[src/dq_pkg.sv]
// ----------------------------------------------------------------------------
// dq_pkg: shared types and codes of the double-ended queue
// Request and result words, decoded operations and status codes.
// ----------------------------------------------------------------------------
`default_nettype none

package dq_pkg;

  // Default number of ring slots
  localparam int unsigned DQ_DEPTH = 16;

  // Field widths of the request and result words
  localparam int unsigned REQ_W       = 4;
  localparam int unsigned VALUE_W     = 32;
  localparam int unsigned STATUS_W    = 2;
  localparam int unsigned CNT_FIELD_W = 5;

  // Request codes as they arrive on the input word
  localparam logic [REQ_W-1:0] REQ_PUSH_BACK  = 4'd0;
  localparam logic [REQ_W-1:0] REQ_PUSH_FRONT = 4'd1;
  localparam logic [REQ_W-1:0] REQ_POP_BACK   = 4'd2;
  localparam logic [REQ_W-1:0] REQ_POP_FRONT  = 4'd3;
  localparam logic [REQ_W-1:0] REQ_PEEK_FRONT = 4'd4;
  localparam logic [REQ_W-1:0] REQ_PEEK_BACK  = 4'd5;
  localparam logic [REQ_W-1:0] REQ_SIZE       = 4'd6;
  localparam logic [REQ_W-1:0] REQ_WALK_FWD   = 4'd7;
  localparam logic [REQ_W-1:0] REQ_WALK_REV   = 4'd8;
  localparam logic [REQ_W-1:0] REQ_FIND       = 4'd9;
  localparam logic [REQ_W-1:0] REQ_CLEAR      = 4'd10;

  // Decoded operation handed from the front to the back
  typedef enum logic [3:0] {
    OP_PUSH_BACK,
    OP_PUSH_FRONT,
    OP_POP_BACK,
    OP_POP_FRONT,
    OP_PEEK_FRONT,
    OP_PEEK_BACK,
    OP_SIZE,
    OP_WALK_FWD,
    OP_WALK_REV,
    OP_FIND,
    OP_CLEAR,
    OP_NOP
  } op_e;

  // Result status codes
  typedef enum logic [STATUS_W-1:0] {
    ST_OK,
    ST_EMPTY,
    ST_FULL,
    ST_NOT_FOUND
  } status_e;

  // Input word
  typedef struct packed {
    logic [REQ_W-1:0]          req_type;
    logic signed [VALUE_W-1:0] item_value;
  } in_t;

  // Result word
  typedef struct packed {
    logic [STATUS_W-1:0]       status;
    logic signed [VALUE_W-1:0] out_value;
    logic [CNT_FIELD_W-1:0]    elem_count;
    logic                      last;
  } out_t;

  // Decoded command in the queue between front and back
  typedef struct packed {
    op_e                       op;
    logic signed [VALUE_W-1:0] value;
  } cmd_t;

endpackage

`default_nettype wire

[src/double_ended_queue.sv]
// ----------------------------------------------------------------------------
// double_ended_queue: bounded deque of signed 32-bit values
// A ring of DEPTH slots with head index and count; push, pop, peek, size,
// traverse, find and clear requests, one or more result words each.
// ----------------------------------------------------------------------------
//
//   channel | direction | handshake              | word
//   --------+-----------+------------------------+---------------------------
//   in      | input     | in_valid_i / in_ready_o   | in_data_i  (in_t)
//   out     | output    | out_valid_o / out_ready_i | out_data_o (out_t)
//
// Push, size, clear, unknown codes and empty answers: answered straight into the
// result register. Pop and peek: the slot goes through the registered memory read,
// then out from S_LOAD. Traverse: S_RD and S_EV per element; find: S_RD and S_EV per
// element to a hit or the last one; both walk the ring on the one read port.
// A two-word command queue keeps taking requests while the back end works or
// the result register waits on out_ready_i. Reset empties the ring at once.
// ----------------------------------------------------------------------------
`default_nettype none

module double_ended_queue import dq_pkg::*; #(
  parameter int unsigned DEPTH = DQ_DEPTH
) (
  input  wire logic clk_i,
  input  wire logic rst_ni,
  input  wire logic in_valid_i,
  output logic      in_ready_o,
  input  wire in_t  in_data_i,
  output logic      out_valid_o,
  input  wire logic out_ready_i,
  output out_t      out_data_o
);

  logic cmd_valid;
  logic cmd_ready;
  cmd_t cmd;

  // Intake and decode
  dq_front u_front (
    .clk_i       (clk_i),
    .rst_ni      (rst_ni),
    .in_valid_i  (in_valid_i),
    .in_ready_o  (in_ready_o),
    .in_data_i   (in_data_i),
    .cmd_valid_o (cmd_valid),
    .cmd_o       (cmd),
    .cmd_ready_i (cmd_ready)
  );

  // Execution and result register
  dq_back #(
    .DEPTH (DEPTH)
  ) u_back (
    .clk_i       (clk_i),
    .rst_ni      (rst_ni),
    .cmd_valid_i (cmd_valid),
    .cmd_i       (cmd),
    .cmd_ready_o (cmd_ready),
    .out_valid_o (out_valid_o),
    .out_ready_i (out_ready_i),
    .out_data_o  (out_data_o)
  );

endmodule

`default_nettype wire

[src/dq_front.sv]
// ----------------------------------------------------------------------------
// dq_front: request intake of the double-ended queue
// Takes request words, decodes them into commands and holds them in a
// two-entry queue until the back end picks them up.
// ----------------------------------------------------------------------------
`default_nettype none

module dq_front import dq_pkg::*; (
  input  wire logic clk_i,
  input  wire logic rst_ni,
  input  wire logic in_valid_i,
  output logic      in_ready_o,
  input  wire in_t  in_data_i,
  output logic      cmd_valid_o,
  output cmd_t      cmd_o,
  input  wire logic cmd_ready_i
);

  localparam logic [1:0] Q_FULL = 2'd2;

  // Map a request code onto an operation; unused codes become no-ops
  function automatic op_e classify(input logic [REQ_W-1:0] req);
    op_e op;
    case (req)
      REQ_PUSH_BACK:  op = OP_PUSH_BACK;
      REQ_PUSH_FRONT: op = OP_PUSH_FRONT;
      REQ_POP_BACK:   op = OP_POP_BACK;
      REQ_POP_FRONT:  op = OP_POP_FRONT;
      REQ_PEEK_FRONT: op = OP_PEEK_FRONT;
      REQ_PEEK_BACK:  op = OP_PEEK_BACK;
      REQ_SIZE:       op = OP_SIZE;
      REQ_WALK_FWD:   op = OP_WALK_FWD;
      REQ_WALK_REV:   op = OP_WALK_REV;
      REQ_FIND:       op = OP_FIND;
      REQ_CLEAR:      op = OP_CLEAR;
      default:        op = OP_NOP;
    endcase
    return op;
  endfunction

  cmd_t       entry_q [2];
  logic       wr_ptr_q, wr_ptr_d;
  logic       rd_ptr_q, rd_ptr_d;
  logic [1:0] fill_q, fill_d;
  logic       push, pop;

  assign in_ready_o  = (fill_q != Q_FULL);
  assign cmd_valid_o = (fill_q != 2'd0);
  assign cmd_o       = entry_q[rd_ptr_q];

  assign push = in_valid_i && in_ready_o;
  assign pop  = cmd_valid_o && cmd_ready_i;

  // Advance pointers and fill level
  always_comb begin
    wr_ptr_d = push ? ~wr_ptr_q : wr_ptr_q;
    rd_ptr_d = pop ? ~rd_ptr_q : rd_ptr_q;
    fill_d   = fill_q;
    if (push && !pop) begin
      fill_d = fill_q + 2'd1;
    end else if (pop && !push) begin
      fill_d = fill_q - 2'd1;
    end
  end

  always_ff @(posedge clk_i or negedge rst_ni) begin
    if (!rst_ni) begin
      wr_ptr_q <= 1'b0;
      rd_ptr_q <= 1'b0;
      fill_q   <= 2'd0;
    end else begin
      wr_ptr_q <= wr_ptr_d;
      rd_ptr_q <= rd_ptr_d;
      fill_q   <= fill_d;
    end
  end

  // Store the decoded word
  always_ff @(posedge clk_i) begin
    if (push) begin
      entry_q[wr_ptr_q] <= '{op: classify(in_data_i.req_type), value: in_data_i.item_value};
    end
  end

endmodule

`default_nettype wire

[src/dq_back.sv]
// ----------------------------------------------------------------------------
// dq_back: execution engine of the double-ended queue
// Owns the slot memory, head index and count; runs each command and drives
// the registered result word. Traverse and find walk the ring one slot at a
// time through the single memory read port.
// ----------------------------------------------------------------------------
`default_nettype none

module dq_back import dq_pkg::*; #(
  parameter int unsigned DEPTH = DQ_DEPTH
) (
  input  wire logic clk_i,
  input  wire logic rst_ni,
  input  wire logic cmd_valid_i,
  input  wire cmd_t cmd_i,
  output logic      cmd_ready_o,
  output logic      out_valid_o,
  input  wire logic out_ready_i,
  output out_t      out_data_o
);

  localparam int unsigned IDX_W = (DEPTH > 1) ? $clog2(DEPTH) : 1;
  localparam int unsigned CNT_W = $clog2(DEPTH + 1);

  localparam logic [IDX_W:0]   DEPTH_EXT = (IDX_W + 1)'(DEPTH);
  localparam logic [IDX_W-1:0] LAST_SLOT = IDX_W'(DEPTH - 1);
  localparam logic [CNT_W-1:0] FULL_CNT  = CNT_W'(DEPTH);

  // Sequencer states
  localparam logic [1:0] S_IDLE = 2'd0;  // take the next command
  localparam logic [1:0] S_LOAD = 2'd1;  // pop/peek data is back from memory
  localparam logic [1:0] S_RD   = 2'd2;  // issue the read of one walk position
  localparam logic [1:0] S_EV   = 2'd3;  // evaluate that slot

  // Ring slot of the element at a given distance from the head
  function automatic logic [IDX_W-1:0] slot_at(input logic [IDX_W-1:0] head,
                                               input logic [IDX_W-1:0] pos);
    logic [IDX_W:0] sum;
    sum = {1'b0, head} + {1'b0, pos};
    if (sum >= DEPTH_EXT) begin
      sum = sum - DEPTH_EXT;
    end
    return sum[IDX_W-1:0];
  endfunction

  logic [VALUE_W-1:0] mem_q [DEPTH];
  logic [VALUE_W-1:0] rd_data_q;

  logic [1:0]         state_q, state_d;
  logic [IDX_W-1:0]   head_q, head_d;
  logic [CNT_W-1:0]   count_q, count_d;
  logic [IDX_W-1:0]   idx_q, idx_d;
  logic [VALUE_W-1:0] key_q, key_d;
  logic               rev_q, rev_d;
  logic               find_q, find_d;
  logic               out_valid_q, out_valid_d;
  out_t               out_q, out_d;

  logic               rd_en, wr_en;
  logic [IDX_W-1:0]   rd_addr, wr_addr;
  logic [VALUE_W-1:0] wr_data;

  logic               out_free, empty, full, is_push, is_last, hit;
  logic [CNT_W-1:0]   count_m1, walk_pos;

  assign out_valid_o = out_valid_q;
  assign out_data_o  = out_q;

  assign out_free = !out_valid_q || out_ready_i;
  assign empty    = (count_q == '0);
  assign full     = (count_q >= FULL_CNT);
  assign is_push  = cmd_i.op inside {OP_PUSH_BACK, OP_PUSH_FRONT};
  assign count_m1 = count_q - CNT_W'(1);
  assign walk_pos = rev_q ? (count_m1 - CNT_W'(idx_q)) : CNT_W'(idx_q);
  assign is_last  = (CNT_W'(idx_q) == count_m1);
  assign hit      = (rd_data_q == key_q);
  assign cmd_ready_o = (state_q == S_IDLE) && cmd_valid_i && out_free;

  // Run the sequencer and build the next result word
  always_comb begin
    state_d     = state_q;
    head_d      = head_q;
    count_d     = count_q;
    idx_d       = idx_q;
    key_d       = key_q;
    rev_d       = rev_q;
    find_d      = find_q;
    out_valid_d = out_valid_q && !out_ready_i;
    out_d       = out_q;
    rd_en       = 1'b0;
    rd_addr     = head_q;
    wr_en       = 1'b0;
    wr_addr     = head_q;
    wr_data     = cmd_i.value;

    case (state_q)
      S_IDLE: begin
        if (cmd_ready_o) begin
          out_valid_d      = 1'b1;
          out_d.status     = ST_OK;
          out_d.out_value  = '0;
          out_d.last       = 1'b1;
          if (is_push) begin
            if (full) begin
              out_d.status = ST_FULL;
            end else begin
              wr_en   = 1'b1;
              count_d = count_q + CNT_W'(1);
              if (cmd_i.op == OP_PUSH_BACK) begin
                wr_addr = slot_at(head_q, count_q[IDX_W-1:0]);
              end else begin
                head_d  = (head_q == '0) ? LAST_SLOT : head_q - IDX_W'(1);
                wr_addr = head_d;
              end
            end
          end else if (cmd_i.op == OP_CLEAR) begin
            head_d  = '0;
            count_d = '0;
          end else if (cmd_i.op inside {OP_POP_BACK, OP_POP_FRONT, OP_PEEK_FRONT,
                                        OP_PEEK_BACK, OP_WALK_FWD, OP_WALK_REV,
                                        OP_FIND}) begin
            if (empty) begin
              out_d.status = ST_EMPTY;
            end else if (cmd_i.op inside {OP_WALK_FWD, OP_WALK_REV, OP_FIND}) begin
              // Start a walk; the result comes later
              out_valid_d = 1'b0;
              idx_d       = '0;
              key_d       = cmd_i.value;
              rev_d       = (cmd_i.op == OP_WALK_REV);
              find_d      = (cmd_i.op == OP_FIND);
              state_d     = S_RD;
            end else begin
              // Pop or peek: read now, deliver from S_LOAD
              out_valid_d = 1'b0;
              rd_en       = 1'b1;
              state_d     = S_LOAD;
              if (cmd_i.op inside {OP_POP_BACK, OP_PEEK_BACK}) begin
                rd_addr = slot_at(head_q, count_m1[IDX_W-1:0]);
              end else begin
                rd_addr = head_q;
              end
              if (cmd_i.op == OP_POP_BACK) begin
                count_d = count_m1;
              end else if (cmd_i.op == OP_POP_FRONT) begin
                head_d  = slot_at(head_q, IDX_W'(1));
                count_d = count_m1;
              end
            end
          end
          out_d.elem_count = CNT_FIELD_W'(count_d);
        end
      end

      S_LOAD: begin
        if (out_free) begin
          out_valid_d      = 1'b1;
          out_d.status     = ST_OK;
          out_d.out_value  = rd_data_q;
          out_d.elem_count = CNT_FIELD_W'(count_q);
          out_d.last       = 1'b1;
          state_d          = S_IDLE;
        end
      end

      S_RD: begin
        rd_en   = 1'b1;
        rd_addr = slot_at(head_q, walk_pos[IDX_W-1:0]);
        state_d = S_EV;
      end

      S_EV: begin
        if (find_q && !hit && !is_last) begin
          // Keep searching
          idx_d   = idx_q + IDX_W'(1);
          state_d = S_RD;
        end else if (out_free) begin
          out_valid_d      = 1'b1;
          out_d.elem_count = CNT_FIELD_W'(count_q);
          if (find_q) begin
            out_d.status    = hit ? ST_OK : ST_NOT_FOUND;
            out_d.out_value = '0;
            out_d.last      = 1'b1;
            state_d         = S_IDLE;
          end else begin
            out_d.status    = ST_OK;
            out_d.out_value = rd_data_q;
            out_d.last      = is_last;
            idx_d           = idx_q + IDX_W'(1);
            state_d         = is_last ? S_IDLE : S_RD;
          end
        end
      end

      default: begin
        state_d = S_IDLE;
      end
    endcase
  end

  // Control state
  always_ff @(posedge clk_i or negedge rst_ni) begin
    if (!rst_ni) begin
      state_q     <= S_IDLE;
      head_q      <= '0;
      count_q     <= '0;
      idx_q       <= '0;
      rev_q       <= 1'b0;
      find_q      <= 1'b0;
      out_valid_q <= 1'b0;
    end else begin
      state_q     <= state_d;
      head_q      <= head_d;
      count_q     <= count_d;
      idx_q       <= idx_d;
      rev_q       <= rev_d;
      find_q      <= find_d;
      out_valid_q <= out_valid_d;
    end
  end

  // Payload registers
  always_ff @(posedge clk_i) begin
    key_q <= key_d;
    out_q <= out_d;
  end

  // Slot memory: one write and one registered read port
  always_ff @(posedge clk_i) begin
    if (wr_en) begin
      mem_q[wr_addr] <= wr_data;
    end
    if (rd_en) begin
      rd_data_q <= mem_q[rd_addr];
    end
  end

  // Count never passes the ring size
  a_count_bound: assert property (@(posedge clk_i) disable iff (!rst_ni)
    count_q <= FULL_CNT)
    else $error("dq_back: element count above ring size");

  // An accepted push into a non-full ring adds exactly one element
  a_push_grows: assert property (@(posedge clk_i) disable iff (!rst_ni)
    (cmd_ready_o && is_push && !full) |=> (count_q == $past(count_q) + CNT_W'(1)))
    else $error("dq_back: push did not add one element");

  // A walk only visits positions that hold elements
  a_walk_in_range: assert property (@(posedge clk_i) disable iff (!rst_ni)
    (state_q == S_EV) |-> (CNT_W'(idx_q) < count_q))
    else $error("dq_back: walk index beyond element count");

  // Pop or peek data goes out as soon as the result register is free
  a_load_emits: assert property (@(posedge clk_i) disable iff (!rst_ni)
    (state_q == S_LOAD && out_free) |=> (out_valid_q && state_q == S_IDLE))
    else $error("dq_back: read result not delivered");

endmodule

`default_nettype wire
[config.mk]
export PLATFORM = sky130hd
export DESIGN_NAME = double_ended_queue
export DESIGN_NICKNAME = d
export VERILOG_FILES = /design/src/dq_pkg.sv /design/src/double_ended_queue.sv /design/src/dq_front.sv /design/src/dq_back.sv
export SDC_FILE = /design/constraint.sdc
export NUM_CORES = 1
export LEC_CHECK = 0
export CORE_MARGIN = 5
export CORE_UTILIZATION = 63
export DETAILED_ROUTE_END_ITERATION = 16
export DONT_BUFFER_PORTS = 1
export PLACE_DENSITY = 0.79
export SKIP_LAST_GASP = 1
export SYNTH_ARGS = -nofsm -noshare
export SYNTH_HDL_FRONTEND = slang
export SYNTH_HIERARCHICAL = 1
export SYNTH_SLANG_ARGS = --single-unit
[constraint.sdc]
create_clock -name clk_i -period 6.3 [get_ports clk_i]
set_input_delay 0.945 -clock clk_i [delete_from_list [all_inputs] [get_ports clk_i]]
set_output_delay 0.945 -clock clk_i [all_outputs]
set_load 0.02 [all_outputs]
==> insert_results.sql, run 1 <==
INSERT INTO impl_metrics (metric_group, metric, value, unit) VALUES
('die', 'core', '45600', 'µm²'),
('synthesis', 'synth_top_cell_by_area', 'edfxtp_1', ''),
('setup_path', 'startpoint', 'u_back/count_q[0]', ''),
('synthesis', 'synth_top_flop_cell', 'edfxtp_1', ''),
('sta', 'period_utilisation_layout', '78.1', '%'),
('die', 'floorplan.initialDensity', '63.9', '%'),
('global_route', 'grt_util_met2', '42.2', '%'),
('drt', 'drtPass1Iterations', '5', ''),
('setup_path', 'critPathSlowestCell', 'and3_4', ''),
('drt', 'drt-vias-per-instance', '6.48', ''),
('sta', 'setup_viol', '0', ''),
('setup_path', 'critical_path.n_buffers_inverters', '4', ''),
('setup_path', 'critPathKind', 'reg2reg', ''),
('setup_path', 'cp_cell_sequence', 'inv_1 -> ha_1 -> inv_1 -> fa_1 -> nand2_1 -> o21ai_0 -> inv_1 -> fa_1 -> nor2_1 -> a21oi_1 -> and3_4 -> buf_4 -> nand2_1 -> and3_1 -> o32ai_1 -> a221o_1', ''),
('global_route', 'antenna_found_initial', '1', ''),
('synthesis', 'syn_avg_cell_area', '15.7', 'µm²'),
('synthesis', 'yosysWarningCount', '6', ''),
('global_route', 'grt_first_pass_wirelength', '98200', 'µm'),
('setup_path', 'worst-endpoint-required', '6760', 'ps'),
('synthesis', 'synthesis.area', '29100', 'µm²'),
('die', 'num_io_pins', '82', ''),
('sta', 'worst-slew-pin-transition', '1190', 'ps'),
('global_route', 'global_route.overflow_total', '0', ''),
('setup_path', 'timing.critical_path.mode_cell', 'inv_1', ''),
('global_route', 'global_route.peak_usage_layer', 'met2', ''),
('finish', 'layout.core_utilization', '70.3', '%'),
('power', 'ir_worst_vdd', '1.00', 'mV'),
('sta', 'final-hold-violation-count', '0', ''),
('setup_path', 'worst_r2r_endpoint', 'u_back/rd_data_q[17]', ''),
('drt', 'postRouteAntennaNets', '0', ''),
('finish', 'areaGrowthSynthToFinish', '9.92', '%'),
('power', 'p_leak', '10.7', 'nW'),
('setup_path', 'cp-endpoint', 'u_back/rd_data_q[17]', ''),
('clock_network', 'cts_max_path_buffers', '3', ''),
('setup_path', 'worst-r2r-setup-slack', '1380', 'ps'),
('setup_path', 'worst_ep_arrival_time', '5380', 'ps'),
('sta', 'whs', '45.9', 'ps'),
('sta', 'clock_skew', '20.1', 'ps'),
('clock_network', 'clock_edge_transition_at_the_registers_on_the_reported_setup_and_hold_paths', '60', 'ps'),
('sta', 'finalCriticalPeriod', '4920', 'ps'),
('global_route', 'first_global_vias', '16003', ''),
('drt', 'wl', '66200', 'µm'),
('finish', 'most_frequent_cells_in_the_layout', 'edfxtp_1 (688), nand2_1 (221), clkbuf_16 (76)', ''),
('power', 'p_total', '0.0176', 'W'),
('setup_path', 'max_stage_delay', '800', 'ps'),
('job', 'max-cap-violations', '0', ''),
('run_status', 'status', 'finished, final reports clean', ''),
('setup_path', 'worst_r2r_path_depth', '16', ''),
('die', 'die_x', '225', 'µm'),
('clock_network', 'post_cts_resized', '0', ''),
('sta', 'timing.max_slew.rel_slack', '21.0', '%'),
('synthesis', 'synth_cells', '1860', ''),
('die', 'dieHeight', '225', 'µm'),
('sta', 'tns', '0', 'ps'),
('synthesis', 'synth.top_cell.area_share', '70.9', '%'),
('sta', 'report.final.slew_viol_count', '0', ''),
('placed_design', 'gp_congestion', '0.886', ''),
('clock_network', 'ctsHtreeMaxLevel', '3', ''),
('clock_network', 'ctsHoldBuffers', '0', ''),
('clock_network', 'cts_sinks', '710', ''),
('placed_design', 'place_hpwl', '37200', 'µm'),
('global_route', 'grt.total_usage', '26.1', '%'),
('clock_network', 'tritoncts.num_buffers', '71', ''),
('clock_network', 'tritoncts', 'built', ''),
('synthesis', 'ys_seq_elements', '710', ''),
('clock_network', 'clk-insertion-delay-late', '600', 'ps'),
('setup_path', 'cp-end-kind', 'flop', ''),
('sta', 'rsz0062_at_grt', 'no', ''),
('min_path', 'hp-class', 'in2async', ''),
('setup_path', 'cp_num_cells', '16', ''),
('setup_path', 'critical-path-top-delay-family', 'adder cells', '');
==> registers in the layout, indices dropped and copies added, names as in the netlist <==
register,count
u_back/count_q,5
u_back/find_q,1
u_back/head_q,4
u_back/idx_q,4
u_back/key_q,32
u_back/mem_q,512
u_back/out_data_o,40
u_back/out_valid_o,1
u_back/rd_data_q,32
u_back/rev_q,1
u_back/state_q,2
u_front/entry_q,72
u_front/fill_q,2
u_front/rd_ptr_q,1
u_front/wr_ptr_q,1
==> Yosys cell counts (33+ instances only) <==
| cell type | instances |
|---|---|
| clkbuf_1 | 36 |
| a31oi_1 | 67 |
| nor2_1 | 75 |
| mux2i_1 | 71 |
| and2_1 | 69 |
| buf_2 | 43 |
| a211oi_1 | 59 |
| a221o_1 | 33 |
| and3_1 | 34 |
| nand2_1 | 221 |
| edfxtp_1 | 688 |
| xnor2_1 | 43 |
| mux2_2 | 75 |
==> how the worst min path moves through the flow <==
stage / end / startpoint / cells past startpoint / slack, ps
after floorplan: u_front/fill_q[1] / u_front/fill_q[1] / 1 / 460
final: u_back/state_q[1] / rst_ni / 0 / 50
after detailed placement: u_front/fill_q[1] / u_front/fill_q[1] / 1 / 480
after CTS: u_back/state_q[1] / rst_ni / 0 / 7
after global routing: u_back/state_q[1] / rst_ni / 0 / 10
after global placement: u_front/fill_q[1] / u_front/fill_q[1] / 1 / 470
==> power by group <==
part | switching, W | internal, W
logic | 0.00421 | 0.00248
registers | 0.000535 | 0.00634
clock network | 0.00170 | 0.00238
total | 0.00645 | 0.0112
==> metal layers <==
metal,wire [µm],vias to the layer above
met5,13,-
met4,2560,2
met1,25100,8148
met3,6270,161
li1,-,7122
met2,32300,880
==> cell families after synthesis <==
kind of cell	synth area share, %
flip-flops	72.8
adder cells (fa/ha/maj)	1.13
buffers and inverters	2.38
AO/OA/AOI/OAI	7.04
multiplexers	6.83
XOR/XNOR	1.53
AND/OR/NAND/NOR	8.27
==> layout make-up <==
class                      instances  area, µm²
antenna                            1       2.50
timing repair buffer              37        315
inverter                          18       67.6
clock buffer                      89       1970
tap                              600        751
sequential                       710      21200
clock inverter                    38        299
multi-input combinational       1026       7400
fill                            2750      13600
==> worst register-to-register path, delay by kind of cell (launching register included) <==
| kind | cells | cell delay [ps] |
|---|---|---|
| flops | 1 | 500 |
| compound gates | 4 | 880 |
| fa+ha+maj | 3 | 1370 |
| buf+inv | 4 | 890 |
| simple gates | 5 | 1160 |
==> per-stage QoR <==
stage          area [µm²]  setup slack, ps  instances
4_1_cts             32000             1470       2518
5_1_grt             32000             1070       2518
2_1_floorplan       29100             1830       1860
3_5_place_dp        29700             1500       2391
3_3_place_gp        29700             1650       2391
6_report            32000             1380       2519
Power figures use the tool's default switching activity.
==> run 2: changes to the inputs <==
- clock period: 6.3 -> 4.6 ns (I/O delays scaled with it)
==> run 2 against run 1 <==
Effect of this change:
- worst hold slack better by 140 ps
- flip-flop and latch count did not move
- routed wire length rose by 2.9%
- final area is 1.7% higher
- global-route usage grew 0.49 points
- first-iteration DRC count up 8.6%
- die area is the same
- fmax is 12% higher
- register-to-register slack got worse by 1200 ps
- clock-buffer cell count unchanged
==> insert_results.sql, run 2 (synthesis gave the netlist of run 1 again) <==
INSERT INTO impl_metrics (metric_group, metric, value, unit) VALUES
('drt', 'drt-vias-per-instance', '6.49', ''),
('sta', 'finalCriticalPeriod', '4370', 'ps'),
('global_route', 'antenna_found_initial', '3', ''),
('finish', 'areaGrowthSynthToFinish', '11.8', '%'),
('sta', 'timing.fmax', '229', 'MHz'),
('setup_path', 'worst_r2r_path_depth', '17', ''),
('die', 'die_x', '225', 'µm'),
('global_route', 'grt.total_usage', '26.6', '%'),
('setup_path', 'path_max_fanout', '28', ''),
('clock_network', 'cts_sinks', '710', ''),
('global_route', 'grt_first_pass_wirelength', '100000', 'µm'),
('sta', 'tns', '0', 'ps'),
('setup_path', 'cp-end-kind', 'flop', ''),
('clock_network', 'ctsRootBufferMaster', 'clkbuf_16', ''),
('sta', 'worst-slew-pin-transition', '947', 'ps'),
('setup_path', 'r2r_start', 'u_back/count_q[1]', ''),
('clock_network', 'cts_max_path_buffers', '3', ''),
('sta', 'clock_skew', '23.3', 'ps'),
('finish', 'largest-register', 'u_back/mem_q', ''),
('drt', 'routedLengthMet1', '25700', 'µm'),
('power', 'p_leak', '10.9', 'nW'),
('sta', 'setup_viol', '0', ''),
('die', 'design.die.area', '50600', 'µm²'),
('drt', 'postRouteAntennaNets', '0', ''),
('drt', 'route.top_layer_used', 'met5', ''),
('min_path', 'hp-class', 'in2reg', ''),
('power', 'pwr_density', '763', 'nW/µm²'),
('min_path', 'hp-start', 'in_data_i[5]', ''),
('job', 'max-cap-violations', '0', ''),
('drt', 'met3_length', '6880', 'µm'),
('power', 'ir_worst_vdd', '0.817', 'mV'),
('min_path', 'hold_path_end', 'u_front/entry_q[1][5]', ''),
('die', 'dieHeight', '225', 'µm'),
('drt', 'drtPass1Iterations', '6', ''),
('clock_network', 'ctsHtreeMaxLevel', '3', ''),
('clock_network', 'tritoncts.num_buffers', '70', ''),
('clock_network', 'tritoncts', 'built', ''),
('setup_path', 'worst-endpoint-required', '4930', 'ps'),
('drt', 'drc', '0', ''),
('setup_path', 'critPathKind', 'reg2reg', ''),
('setup_path', 'worst-r2r-setup-slack', '230', 'ps'),
('placed_design', 'port_buffers', '0', ''),
('drt', 'via_count', '16532', ''),
('sta', 'timing.max_slew.rel_slack', '36.7', '%'),
('sta', 'period_utilisation_layout', '95.1', '%'),
('drt', 'met2RoutedLength', '33100', 'µm'),
('global_route', 'grt_start_max_net_pins', '87', ''),
('drt', 'wl_per_cell', '26.7', 'µm'),
('run_status', 'status', 'finished, final reports clean', ''),
('placed_design', 'place_hpwl', '37700', 'µm'),
('finish', 'share_of_cells_above_drive_strength_1', '16.2', '%'),
('finish', 'final_common_cell', 'edfxtp_1', ''),
('global_route', 'first_global_vias', '16314', ''),
('finish', 'multi_input_area', '7430', 'µm²'),
('finish', 'diodes', '0', ''),
('setup_path', 'crit_path_start_kind', 'flop', ''),
('die', 'core', '45600', 'µm²'),
('finish', 'largest_register_ffs', '512', ''),
('finish', 'n_fill_cell', '2688', ''),
('sta', 'final-hold-violation-count', '0', ''),
('die', 'floorplan.initialDensity', '63.9', '%'),
('setup_path', 'worst_r2r_endpoint', 'u_back/rd_data_q[15]', ''),
('clock_network', 'clk-insertion-delay-late', '600', 'ps'),
('global_route', 'global_route.overflow_total', '0', ''),
('sta', 'report.final.slew_viol_count', '0', ''),
('min_path', 'hold_path_depth', '0', ''),
('finish', 'nets', '1956', ''),
('die', 'num_io_pins', '82', ''),
('drt', 'drt_first_iter_violations', '2078', ''),
('finish', 'most_frequent_cells_in_the_layout', 'edfxtp_1 (688), nand2_1 (221), mux2_2 (75)', ''),
('drt', 'wl', '68100', 'µm'),
('sta', 'rsz0062_at_grt', 'no', ''),
('placed_design', 'gp_congestion', '0.864', ''),
('die', 'floorplan.rows', '78', ''),
('setup_path', 'worst_ep_arrival_time', '4700', 'ps'),
('clock_network', 'clock_edge_transition_at_the_registers_on_the_reported_setup_and_hold_paths', '60', 'ps'),
('finish', 'register_area', '21200', 'µm²'),
('finish', 'layout.core_utilization', '71.5', '%');
[run 2: final cells by class]
| class | count | area share, % |
|---|---|---|
| clock buffers | 89 | 5.79 |
| clock inverters | 38 | 1.23 |
| inverters | 18 | 0.207 |
| multi-input cells | 1027 | 22.8 |
| flip-flops and latches | 710 | 65.1 |
| well taps | 600 | 2.30 |
| repair buffers | 65 | 2.56 |
[run 2: where the power goes]
| part | internal (W) | switching, W | total [W] |
|---|---|---|---|
| Clock | 0.00336 | 0.00231 | 0.00567 |
| Combinational | 0.00378 | 0.00606 | 0.00984 |
| Sequential | 0.00868 | 0.000665 | 0.00934 |
| Total | 0.0158 | 0.00903 | 0.0248 |
[run 2: worst max-delay path by stage]
stage,from,slack (ps),to,depth (start not counted)
6_report,u_back/count_q[1],230,u_back/rd_data_q[15],17
3_5_place_dp,u_back/count_q[1],180,u_back/rd_data_q[15],17
4_1_cts,u_back/count_q[1],120,u_back/rd_data_q[15],17
5_1_grt,u_back/count_q[1],50,u_back/rd_data_q[21],16
3_3_place_gp,u_back/count_q[1],430,u_back/rd_data_q[22],17
2_1_floorplan,u_front/rd_ptr_q,130,u_back/mem_q[2][0],11
[run 2: repair_timing]
item | in CTS | in global routing
hold endpoints to repair | 22 | 0
buffers inserted | 0 | 4
resized for setup | 0 | 3
hold buffers | 2 | 0
setup endpoints to repair | 0 | 29
[run 2: layer usage]
layer	vias to the layer above	track usage, %
met5	-	0
met4	2	9.13
met3	164	5.35
met2	911	43.3
met1	8275	36.4
li1	7180	-
[run 2: worst max-delay path, stage by stage, from the launching register on]
cell	delay [ps]
dfrtp_2	410
inv_1	150
ha_4	330
inv_1	100
fa_1	490
nand2_1	60
o21ai_0	130
inv_1	100
fa_1	510
nor2_1	60
a21oi_2	230
nand3_4	210
buf_12	260
buf_12	180
mux2_2	280
nor2_1	130
o32ai_1	130
a221o_1	320
[run 2: stage by stage]
stage	total power [W]	instances	area [µm²]	hold slack, ps	setup WS (ps)
2_1_floorplan	0.0163	1860	29100	394	125
3_5_place_dp	0.0189	2412	30200	395	185
3_3_place_gp	0.0185	2412	30200	395	428
6_report	0.0248	2547	32600	184	227
4_1_cts	0.0247	2541	32500	161	123
5_1_grt	0.0260	2547	32600	167	48.3
